## src/assert_macros.svh

```systemverilog
// assertion helpers shared by the rtl
`ifndef ASSERT_MACROS_SVH
`define ASSERT_MACROS_SVH

// property holds at every clock edge outside reset
`define RBSC_ASSERT(lbl, clk, rst, prop) \
   lbl: assert property (@(posedge clk) disable iff (rst) prop) \
      else $error("rbsc assertion failed");

// condition in one cycle implies consequence in the next
`define RBSC_ASSERT_NEXT(lbl, clk, rst, cond, cons) \
   lbl: assert property (@(posedge clk) disable iff (rst) (cond) |=> (cons)) \
      else $error("rbsc assertion failed");

`endif

```

## src/rbsc_pkg.sv

```systemverilog
// ---------------------------------------------------------------------------
// rbsc_pkg
// types, request codes and helpers for the range bit set/clear/flip/count core
// ---------------------------------------------------------------------------
`default_nettype none

package rbsc_pkg;

   localparam int unsigned POS_W   = 10;
   localparam int unsigned COUNT_W = 11;
   localparam int unsigned WORD_W  = 32;
   localparam int unsigned BIT_W   = 5;
   localparam int unsigned POP_W   = 6;

   localparam logic [1:0] OP_SET   = 2'd0;
   localparam logic [1:0] OP_CLEAR = 2'd1;
   localparam logic [1:0] OP_FLIP  = 2'd2;
   localparam logic [1:0] OP_COUNT = 2'd3;

   typedef enum logic [1:0] {
      ST_IDLE,
      ST_READ,
      ST_MODIFY,
      ST_FINISH
   } rbsc_state_type;

   function automatic logic [POP_W-1:0] popcount(input logic [WORD_W-1:0] w);
      logic [POP_W-1:0] n;
      n = '0;
      for (int i = 0; i < WORD_W; i++) begin
         n = n + POP_W'(w[i]);
      end
      return n;
   endfunction

endpackage

`default_nettype wire

```

## src/rbsc_req_if.sv

```systemverilog
// ---------------------------------------------------------------------------
// rbsc_req_if
// request channel: operation code and inclusive bit range
// ---------------------------------------------------------------------------
`default_nettype none

interface rbsc_req_if;
   logic       valid;
   logic       ready;
   logic [1:0] req_type;
   logic [9:0] range_low;
   logic [9:0] range_high;

   modport source (output valid, output req_type, output range_low,
                   output range_high, input ready);
   modport sink (input valid, input req_type, input range_low,
                 input range_high, output ready);
endinterface

`default_nettype wire

```

## src/rbsc_rsp_if.sv

```systemverilog
// ---------------------------------------------------------------------------
// rbsc_rsp_if
// result channel: number of ones in the counted range
// ---------------------------------------------------------------------------
`default_nettype none

interface rbsc_rsp_if;
   logic        valid;
   logic        ready;
   logic [10:0] ones_count;

   modport source (output valid, output ones_count, input ready);
   modport sink (input valid, input ones_count, output ready);
endinterface

`default_nettype wire

```

## src/rbsc_ram.sv

```systemverilog
// ---------------------------------------------------------------------------
// rbsc_ram
// generic single write port, single read port ram with registered read
// ---------------------------------------------------------------------------
`default_nettype none

module rbsc_ram #(
   parameter int unsigned WIDTH = 32,
   parameter int unsigned DEPTH = 32,
   localparam int unsigned AW = (DEPTH > 1) ? $clog2(DEPTH) : 1
) (
   input  wire logic             clock,
   input  wire logic             wr_en,
   input  wire logic [AW-1:0]    wr_addr,
   input  wire logic [WIDTH-1:0] wr_data,
   input  wire logic [AW-1:0]    rd_addr,
   output logic      [WIDTH-1:0] rd_data
);
   logic [WIDTH-1:0] mem_ff [DEPTH];
   logic [WIDTH-1:0] rd_data_ff;

   always_ff @(posedge clock) begin
      if (wr_en) begin
         mem_ff[wr_addr] <= wr_data;
      end
      rd_data_ff <= mem_ff[rd_addr];
   end

   assign rd_data = rd_data_ff;
endmodule

`default_nettype wire

```

## src/range_bit_set_clear_flip_count_core.sv

```systemverilog
// each 32-bit word the clamped range touches takes a read and a modify state,
// then the request ends in a finish state
// throughput: one request at a time, paced by the word ram read-modify-write
// reset and any csr write clear the row through per-word valid bits
// ---------------------------------------------------------------------------
// range_bit_set_clear_flip_count_core
// bit row with range set, clear, invert and ones count, swept a word at a time
// ---------------------------------------------------------------------------
`default_nettype none
`include "assert_macros.svh"

module range_bit_set_clear_flip_count_core #(
   parameter int unsigned POSITIONS = 1024
) (
   input  wire logic                     clock,
   input  wire logic                     reset,
   rbsc_req_if.sink                      req_ch,
   rbsc_rsp_if.source                    rsp_ch,
   input  wire logic                     csr_we,
   input  wire logic [rbsc_pkg::POS_W-1:0] csr_wdata
);
   import rbsc_pkg::*;

   localparam int unsigned LIMIT = (POSITIONS - 1 > 1023) ? 1023 : POSITIONS - 1;
   localparam int unsigned WORDS = (LIMIT + WORD_W) / WORD_W;
   localparam int unsigned AW = (WORDS > 1) ? $clog2(WORDS) : 1;
   localparam logic [POS_W-1:0] LAST_MAX = POS_W'(LIMIT);

   rbsc_state_type       state_ff, state_in;
   logic [1:0]           op_ff, op_in;
   logic [POS_W-1:0]     lo_ff, lo_in, hi_ff, hi_in, last_ff;
   logic [AW-1:0]        w_ff, w_in;
   logic [COUNT_W-1:0]   acc_ff, acc_in;
   logic [WORDS-1:0]     valid_ff;
   logic                 rsp_valid_ff, rsp_valid_in;
   logic [COUNT_W-1:0]   rsp_data_ff, rsp_data_in;

   logic [WORD_W-1:0]    ram_q, word, mask, new_word;
   logic                 ram_we;
   logic [BIT_W-1:0]     lb, hb;
   logic [POS_W-1:0]     hi_clamp;
   logic [AW-1:0]        lo_w, hi_w;

   rbsc_ram #(.WIDTH(WORD_W), .DEPTH(WORDS)) u_row (
      .clock   (clock),
      .wr_en   (ram_we),
      .wr_addr (w_ff),
      .wr_data (new_word),
      .rd_addr (w_ff),
      .rd_data (ram_q)
   );

   assign lo_w = AW'(lo_ff >> BIT_W);
   assign hi_w = AW'(hi_ff >> BIT_W);

   // bits of the current word that fall inside the range, and the word after the operation
   always_comb begin
      lb = (w_ff == lo_w) ? lo_ff[BIT_W-1:0] : '0;
      hb = (w_ff == hi_w) ? hi_ff[BIT_W-1:0] : '1;
      mask = ({WORD_W{1'b1}} << lb) & ({WORD_W{1'b1}} >> (5'd31 - hb));
      word = valid_ff[w_ff] ? ram_q : '0;
      case (op_ff)
         OP_SET:   new_word = word | mask;
         OP_CLEAR: new_word = word & ~mask;
         OP_FLIP:  new_word = word ^ mask;
         default:  new_word = word;
      endcase
   end

   assign hi_clamp = (req_ch.range_high > last_ff) ? last_ff : req_ch.range_high;
   assign req_ch.ready = (state_ff == ST_IDLE);

   always_comb begin
      state_in     = state_ff;
      op_in        = op_ff;
      lo_in        = lo_ff;
      hi_in        = hi_ff;
      w_in         = w_ff;
      acc_in       = acc_ff;
      ram_we       = 1'b0;
      rsp_valid_in = rsp_valid_ff && !rsp_ch.ready;
      rsp_data_in  = rsp_data_ff;
      case (state_ff)
         ST_IDLE: begin
            if (req_ch.valid) begin
               op_in  = req_ch.req_type;
               lo_in  = req_ch.range_low;
               hi_in  = hi_clamp;
               acc_in = '0;
               w_in   = AW'(req_ch.range_low >> BIT_W);
               state_in = (req_ch.range_low > hi_clamp) ? ST_FINISH : ST_READ;
            end
         end
         ST_READ: begin
            state_in = ST_MODIFY;
         end
         ST_MODIFY: begin
            ram_we = (op_ff != OP_COUNT);
            acc_in = acc_ff + COUNT_W'(popcount(word & mask));
            if (w_ff == hi_w) begin
               state_in = ST_FINISH;
            end else begin
               w_in     = w_ff + 1'b1;
               state_in = ST_READ;
            end
         end
         ST_FINISH: begin
            if (op_ff != OP_COUNT) begin
               state_in = ST_IDLE;
            end else if (!rsp_valid_ff || rsp_ch.ready) begin
               rsp_valid_in = 1'b1;
               rsp_data_in  = acc_ff;
               state_in     = ST_IDLE;
            end
         end
         default: state_in = ST_IDLE;
      endcase
   end

   always_ff @(posedge clock) begin
      if (reset) begin
         state_ff     <= ST_IDLE;
         rsp_valid_ff <= 1'b0;
         valid_ff     <= '0;
         last_ff      <= LAST_MAX;
      end else begin
         state_ff     <= state_in;
         rsp_valid_ff <= rsp_valid_in;
         if (csr_we) begin
            valid_ff <= '0;
            last_ff  <= (csr_wdata > LAST_MAX) ? LAST_MAX : csr_wdata;
         end else if (ram_we) begin
            valid_ff[w_ff] <= 1'b1;
         end
      end
   end

   always_ff @(posedge clock) begin
      op_ff       <= op_in;
      lo_ff       <= lo_in;
      hi_ff       <= hi_in;
      w_ff        <= w_in;
      acc_ff      <= acc_in;
      rsp_data_ff <= rsp_data_in;
   end

   assign rsp_ch.valid      = rsp_valid_ff;
   assign rsp_ch.ones_count = rsp_data_ff;

   `RBSC_ASSERT(a_word_in_range, clock, reset, (state_ff == ST_MODIFY) |-> (w_ff <= hi_w))
   `RBSC_ASSERT(a_count_bound, clock, reset, (acc_ff <= 11'd1024) || (state_ff == ST_IDLE))
   `RBSC_ASSERT_NEXT(a_csr_clears, clock, reset, csr_we, valid_ff == '0)
endmodule

`default_nettype wire
```

## src/flat_wrapper.sv

```systemverilog
// flat-port wrapper written by rule: the top's interface ports become plain ports
module range_bit_set_clear_flip_count_core_flat import rbsc_pkg::*;
#(
   parameter int unsigned POSITIONS = 1024
)
  (clock, reset, csr_we, csr_wdata, req_ch_valid, req_ch_req_type, req_ch_range_low, req_ch_range_high, req_ch_ready, rsp_ch_valid, rsp_ch_ones_count, rsp_ch_ready);
  rbsc_req_if req_ch_i ();
  rbsc_rsp_if rsp_ch_i ();
  input  wire logic clock;
  input  wire logic reset;
  input  wire logic csr_we;
  input  wire logic [rbsc_pkg::POS_W-1:0] csr_wdata;
  input wire logic [$bits(req_ch_i.valid)-1:0] req_ch_valid;
  input wire logic [$bits(req_ch_i.req_type)-1:0] req_ch_req_type;
  input wire logic [$bits(req_ch_i.range_low)-1:0] req_ch_range_low;
  input wire logic [$bits(req_ch_i.range_high)-1:0] req_ch_range_high;
  output wire logic [$bits(req_ch_i.ready)-1:0] req_ch_ready;
  output wire logic [$bits(rsp_ch_i.valid)-1:0] rsp_ch_valid;
  output wire logic [$bits(rsp_ch_i.ones_count)-1:0] rsp_ch_ones_count;
  input wire logic [$bits(rsp_ch_i.ready)-1:0] rsp_ch_ready;
  assign req_ch_i.valid = req_ch_valid;
  assign req_ch_i.req_type = req_ch_req_type;
  assign req_ch_i.range_low = req_ch_range_low;
  assign req_ch_i.range_high = req_ch_range_high;
  assign req_ch_ready = req_ch_i.ready;
  assign rsp_ch_valid = rsp_ch_i.valid;
  assign rsp_ch_ones_count = rsp_ch_i.ones_count;
  assign rsp_ch_i.ready = rsp_ch_ready;
  range_bit_set_clear_flip_count_core #(.POSITIONS(POSITIONS)) u_core (.clock(clock), .reset(reset), .req_ch(req_ch_i), .rsp_ch(rsp_ch_i), .csr_we(csr_we), .csr_wdata(csr_wdata));
endmodule
```

## config.mk

```make
export PLATFORM = sky130hd
export DESIGN_NAME = range_bit_set_clear_flip_count_core_flat
export DESIGN_NICKNAME = d
export VERILOG_FILES = /design/src/rbsc_pkg.sv /design/src/rbsc_req_if.sv /design/src/rbsc_rsp_if.sv /design/src/rbsc_ram.sv /design/src/range_bit_set_clear_flip_count_core.sv /design/src/flat_wrapper.sv
export VERILOG_INCLUDE_DIRS = /design/src /design/src/src
export SDC_FILE = /design/constraint.sdc
export NUM_CORES = 1
export LEC_CHECK = 0
export BUFFER_PORTS_ARGS = -buffer_cell sky130_fd_sc_hd__clkbuf_2
export CORE_UTILIZATION = 55
export DETAILED_ROUTE_END_ITERATION = 8
export PLACE_DENSITY = 0.8
export REMOVE_ABC_BUFFERS = 1
export SYNTH_ARGS = -nofsm -noshare
export SYNTH_HDL_FRONTEND = slang
export SYNTH_SLANG_ARGS = --single-unit
export TNS_END_PERCENT = 100
```

## constraint.sdc

```tcl
create_clock -name clock -period 12.65 [get_ports clock]
set_clock_uncertainty 0.1 [all_clocks]
set_input_delay 2.53 -clock clock [delete_from_list [all_inputs] [get_ports clock]]
set_output_delay 2.53 -clock clock [all_outputs]
set_load 0.02 [all_outputs]
```

==> results of run 1 <==
[worst min-delay path, stage by stage (launching register included)]
cell and delay, ns:
dfxtp_1 0.33, a21oi_1 0.05, nor2_1 0.07
[flip-flops by register name, indices dropped and copies added (netlist names)]
register and count:
u_core.rsp_ch.ones_count 11, u_core.op_ff 2, u_core.u_row.rd_data 32, u_core.rsp_ch.valid 1, u_core.w_ff 5, u_core.acc_ff 11
u_core.hi_ff 10, u_core.state_ff 2, u_core.lo_ff 10, u_core.valid_ff 32, u_core.last_ff 10, u_core.u_row.mem_ff 1024
[cell usage in the layout (no fill, tap or decap), types with 9 or more instances in the layout]
cell type,instances
buf_4,61
fa_1,25
inv_1,82
bufinv_16,10
a22oi_1,130
clkinv_2,24
o211ai_1,10
o22a_1,9
edfxtp_1,1073
xnor2_1,11
dfxtp_1,77
o21a_1,10
nand4_1,34
o22ai_1,23
and2_1,40
nor2_1,99
nor2_4,33
a21o_1,16
mux4_2,256
ha_1,135
clkbuf_16,108
mux2_2,10
clkbuf_1,20
and3_1,9
nand2_1,109
a21oi_1,88
clkinv_1,14
a31o_2,25
o21ai_0,44
clkbuf_2,49
mux2i_1,39
[logic make-up after synthesis]
kind of cell	share of synthesized area, %
xor+xnor	0.3475
compound gates	5.547
fa+ha+maj	4.572
mux	13.14
simple gates	3.791
flops	70.50
buf+inv	2.103
[report_power, final]
group	internal, mW	switching (mW)
combinational	0.404	0.671
clock	1.80	1.38
sequential	4.38	0.117
total	6.59	2.17
[layout make-up]
cell class,count,area (um2)
sequential,1150,33760
fill,5813,32640
multi-input combinational,1256,13400
clock buffer,134,2860
tap,1144,1431
timing repair buffer,110,703.2
clock inverter,59,574.3
inverter,83,311.5
antenna,1,2.502
[per-layer routing]
| layer | vias up | GRT usage (%) | share of wire, % |
|---|---|---|---|
| li1 | 10680 | - | - |
| met1 | 13650 | 41.20 | 37 |
| met2 | 2032 | 43.82 | 46 |
| met3 | 289 | 5.850 | 12 |
| met4 | 0 | 10.92 | 3.9 |
| met5 | - | 0 | 0 |
[cell usage after synthesis (all sizes together), types with 10 or more instances]
cell type / number
a21oi: 88
o21a: 10
a21o: 16
inv: 82
mux2i: 40
clkbuf: 85
and3: 10
buf: 73
o21ai: 45
ha: 135
mux2: 10
o211ai: 10
xnor2: 11
dfxtp: 77
edfxtp: 1073
and2: 40
nor3: 10
a31o: 31
o22ai: 24
mux4: 256
nand2: 109
fa: 25
nand4: 34
a22oi: 130
nor2: 132
[worst min-delay path by stage]
stage | from | endpoint | cells past startpoint
after floorplan | u_core.acc_ff[0] | u_core.rsp_ch.ones_count[0] | 0
after global placement | u_core.valid_ff[23] | u_core.valid_ff[23] | 2
after detailed placement | u_core.valid_ff[13] | u_core.valid_ff[13] | 2
after CTS | u_core.valid_ff[23] | u_core.valid_ff[23] | 2
after global routing | u_core.valid_ff[17] | u_core.valid_ff[17] | 2
final | u_core.valid_ff[31] | u_core.valid_ff[31] | 2
[through the flow]
stage	setup TNS [ns]	cells
final	0	3937
after global routing	0	3937
after CTS	0	3936
after detailed placement	0	3743
after global placement	0	3743
after floorplan	-1560.61	2489
==> results by group, run 1 <==
Setup path
  – Cell family with most CP delay: adder cells
  – FF-to-FF path depth: 29
  – Crit-path max cell delay: 0.85 ns
  – Most used cell, CP: fa_1
  – CP Capture Type: register
  – Max FO, Critical Path: 94
  – WP buf/inv: 8
  – Capturing point of the worst reg2reg path: u_core.acc_ff[10]
  – Crit. Startpoint: u_core.w_ff[3]
  – Critical Path End: u_core.acc_ff[10]
  – Required @ worst endpoint: 13.06 ns
  – CP arrival: 10.03 ns
  – Crit-path slowest cell: edfxtp_1
  – Critical path depth: 29
  – CP startpoint kind: register
  – R2r setup slk: 3.02 ns
  – Crit path kind: register to register
  – R2R Path Start: u_core.w_ff[3]

Drt
  – Post-route DRC violation count: 0
  – DRT Wirelength: 126,900 um
  – Wire per inst: 32.24 um
  – DR vias: ~27,000
  – First-pass detailed-route iteration total: 8
  – DR vias/cell: roughly 6.8
  – Detailed Route Iter0 Violations: approximately 4,500
  – Final antenna-violating net count: 0

Floorplan
  – Die H: 297.1 um
  – Die Wd: 297.1 um
  – FP Rows: about 110
  – Initial core utilization: 55.89%
  – Core Region: 85,680 um2
  – # IOs: 50
  – Die area: 88,250 um2

STA
  – Worst slew pin tran: between 1 and 1.5 ns
  – Period minus WS final: 9.628 ns
  – Final Cycle Share: 76.11%
  – Fin. max-slew vios: 0
  – Hold Fails Final Rpt: 0
  – Hold_ws: 0.3870 ns
  – Max transition margin: roughly a fifth
  – Worst Slack Setup Final: 3.022 ns
  – Final setup viols: 0
  – RSZ-0062 raised after global routing: false
  – Fmax: 103.9 MHz

Clock tree
  – Reg clk slew, reported paths: 0.06 ns
  – CTS resizes: 0
  – Max Root-Sink Buffers: 3
  – Post-CTS Setup Repair Bufs: 0
  – CTS tree: done
  – Clock sink count: 1,150
  – Clock insertion delay at the later pin of the skew report: slightly below 0.7 ns
  – Root Driver: clkbuf_16
  – CTS Hold Bufs: 0
  – Max H-tree Level: 3
  – TritonCTS buffer count: 106

Power
  – Pwr Total: 8.758 mW
  – Power density cells: 165.1 nW/um2
  – Maximum VDD drop: 0.0001268 V
  – Leakage: 17.66 nW

GRT
  – Total GRT Usage: 28.72%
  – Initial antenna violation count: 3
  – Number of global-route vias before repair: 26,300
  – Largest net degree at the start of global routing: 95
  – GRT overflow: 0
  – First-pass GRT wire length: 181,500 um

Worst hold path
  – Hold WC Path Type: register to register

Yosys
  – Ys Warns: 0
  – Flops & latches, synth: 1,150
  – Synth area leader: edfxtp_1
  – Avg Inst Size Synth: approximately 18 um2
  – Library cells used by synthesis: 63
  – Synth top area cells: edfxtp_1 (67%), mux4_2 (12%), ha_1 (3.5%)
  – Yosys top cell area share: roughly 67%
  – Post-synthesis sequential area ratio: 70.50%
  – Asr flop ratio synth: 0%
  – EDFF count, synth: 1,073
  – Gate Count Post-Synth: around 2,600
  – Post-synth top flop: edfxtp_1
  – Syn Std Cell Area: approximately 48,000 um2

Placed design
  – DP HPWL: 70,210 um
  – IO Port Bufs: 49
  – Area post-placement: 49,610 um2
  – Routability cong.: around 0.96
  – Pre-CTS setup slack: ~3.1 ns

Layout
  – Final Cell Area: between 50,000 and 60,000 um2
  – Utilization after layout: 61.91%
  – Share of layout cells above drive strength 1: 21.96%
  – Fin nets: roughly 2,900
  – Area delta synth->final: 10.76%

Outcome
  – Status: complete, no violations

Run
  – Max-cap viol count: 0
Power figures use the tool's default switching activity.
==> inputs of run 2 (changes only) <==
--- a/config.mk
+++ b/config.mk
@@ -9,7 +9,7 @@
 export BUFFER_PORTS_ARGS = -buffer_cell sky130_fd_sc_hd__clkbuf_2
 export CORE_UTILIZATION = 55
 export DETAILED_ROUTE_END_ITERATION = 8
-export PLACE_DENSITY = 0.8
+export PLACE_DENSITY = 0.83
 export REMOVE_ABC_BUFFERS = 1
 export SYNTH_ARGS = -nofsm -noshare
 export SYNTH_HDL_FRONTEND = slang
==> constraint.sdc (replaced) <==
create_clock -name clock -period 8.8 [get_ports clock]
set_clock_uncertainty 0.1 [all_clocks]
set_input_delay 1.76 -clock clock [delete_from_list [all_inputs] [get_ports clock]]
set_output_delay 1.76 -clock clock [all_outputs]
set_load 0.02 [all_outputs]
==> results by group, run 2 (synthesis gave the netlist of run 1 again) <==
Floorplan
  – Die Wd: 297.1 um
  – FP Rows: 107
  – Initial core utilization: 55.89%
  – Die area: 88,250 um2
  – Core Region: 85,680 um2
  – # IOs: 50
  – Die H: 297.1 um

Clock tree
  – Reg clk slew, reported paths: 0.06 ns
  – Post-CTS Setup Repair Bufs: 0
  – Max H-tree Level: 3
  – TritonCTS buffer count: 107
  – Clock sink count: 1,150
  – CTS resizes: 0
  – Clock insertion delay at the later pin of the skew report: 0.69 ns
  – Max Root-Sink Buffers: 3
  – Root Driver: clkbuf_16
  – CTS tree: done
  – CTS Hold Bufs: 0

Layout
  – Share of layout cells above drive strength 1: 22.30%
  – Biggest register: u_core.u_row.mem_ff
  – Largest register FFs: approximately 1,000
  – Diode count: 0
  – Area delta synth->final: 11.44%
  – Commonest non-fill, non-tap cell in the layout: edfxtp_1
  – Filler instances: 5,719
  – Fin nets: 2,925
  – Most frequent cells in the layout: edfxtp_1 (1,073), mux4_2 (256), ha_1 (135), a22oi_1 (130), nand2_1 (109)
  – Post-Layout Cell Count: 3,965

Placed design
  – Placed cells: approximately 3,800
  – IO Port Bufs: just under 50
  – Routability cong.: 0.9702
  – DP HPWL: 65,890 um

Power
  – Pwr Total: 12.75 mW
  – Leakage: about 18 nW
  – Power density cells: 239.0 nW/um2
  – Maximum VDD drop: between 0.00015 and 0.0002 V

Run
  – Max-cap viol count: 0

Setup path
  – Max FO, Critical Path: 59
  – CP arrival: 8.87 ns
  – Required @ worst endpoint: 9.21 ns
  – Crit-path max cell delay: 0.56 ns
  – FF-to-FF path depth: 29
  – Capturing point of the worst reg2reg path: u_core.acc_ff[10]
  – R2R Path Start: u_core.w_ff[1]
  – Crit-path slowest cell: fa_1
  – R2r setup slk: 0.34 ns
  – Crit path kind: register to register
  – CP Capture Type: register
  – CP startpoint kind: register
  – Crit. Startpoint: u_core.w_ff[1]
  – Most used cell, CP: fa_1

Worst hold path
  – Hold Path Depth: 2
  – Hold WC Path Type: register to register
  – Hold path start: u_core.valid_ff[15]
  – Hold Path End: u_core.valid_ff[15]

GRT
  – Global route hottest layer: met2
  – GRT overflow: 0
  – GR Util met2: 47.43%
  – Largest net degree at the start of global routing: 135
  – Number of global-route vias before repair: 27,040
  – Total GRT Usage: 29.58%
  – Routing usage on met1: 38.77%
  – Met3 Usage GRT: ~5.6%
  – First-pass GRT wire length: 186,100 um
  – Initial antenna violation count: 1

STA
  – Worst slew pin tran: 1.111 ns
  – Final Cycle Share: 96.13%
  – Period minus WS final: 8.460 ns
  – RSZ-0062 raised after global routing: false
  – Final setup viols: 0
  – Hold Fails Final Rpt: 0
  – Hold_ws: approximately 0.37 ns
  – Fin. max-slew vios: 0
  – Max transition margin: between 20% and 30%
  – Fmax: 118.2 MHz

Drt
  – Detailed Route Iter0 Violations: slightly above 4,000
  – First-pass detailed-route iteration total: 9
  – Post-route DRC violation count: 1
  – Final antenna-violating net count: 0
  – Wire per inst: 33.03 um
  – DR vias/cell: slightly below 7
  – DR vias: 27,030
  – DRT Wirelength: 131,000 um

Outcome
  – Failing checks: design-rule violations
  – Status: finished, violations left
run 2: changes by cell type in the layout (fill, tap and decap cells not counted), moves of 3 or more:
cell | previous run | this run
buf_12 | 0 | 4
buf_4 | 61 | 77
clkinvlp_4 | 5 | 1
inv_6 | 3 | 6
clkbuf_1 | 20 | 31
clkinv_2 | 24 | 19
run 2: layout make-up:
| class | count | area, um2 | share of cell area [%] |
|---|---|---|---|
| flip-flops and latches | 1150 | 33760 | 63.27 |
| multi-input cells | 1256 | 13400 | 25.11 |
| clock buffers | 145 | 2902 | 5.437 |
| well taps | 1144 | 1431 | 2.682 |
| repair buffers | 130 | 903.4 | 1.693 |
| clock inverters | 57 | 656.9 | 1.231 |
| inverters | 83 | 311.5 | 0.5838 |
run 2: worst max-delay path: cells and delay by family (launching register included):
family | cells | cell delay (ns)
compound gates | 5 | 0.70
xor+xnor | 1 | 0.14
fa+ha+maj | 11 | 4.58
buf+inv | 7 | 0.86
flops | 1 | 0.32
mux | 2 | 0.44
simple gates | 3 | 1.12
run 2: metal layers:
metal | part of all wire [%] | routed length (um)
met5 | 0 | 0
met4 | 5.4 | 7137
met3 | 11 | 14800
met2 | 48 | 62880
met1 | 35 | 46160
run 2: through the flow:
stage	cell area, um2	utilization, %	TNS, ns	worst slack (ns)
final	53360	62.28	0	0.3405
after global routing	53360	62.28	0	0.03489
after CTS	53360	62.28	0	0.3905
after detailed placement	49810	58.13	0	0.3940
after global placement	49810	58.13	0	0.5163
after floorplan	47190	-	-9678.66	-10.13
run 2: how the worst max path moves through the flow:
stage	end	slack, ns	cells after the start
finish	u_core.acc_ff[10]	0.34	29
CTS	u_core.acc_ff[10]	0.39	29
global placement	u_core.acc_ff[10]	0.52	29
global route	u_core.acc_ff[10]	0.03	29
detailed placement	u_core.acc_ff[10]	0.39	29
floorplan	u_core.acc_ff[10]	-10.13	26
run 2: report_power, final:
group	internal [mW]	leakage [nW]	switching, mW
clock network	2.68	1.74	2.03
logic	0.599	5.74	1.01
registers	6.30	10.4	0.131
total	9.58	17.8	3.18
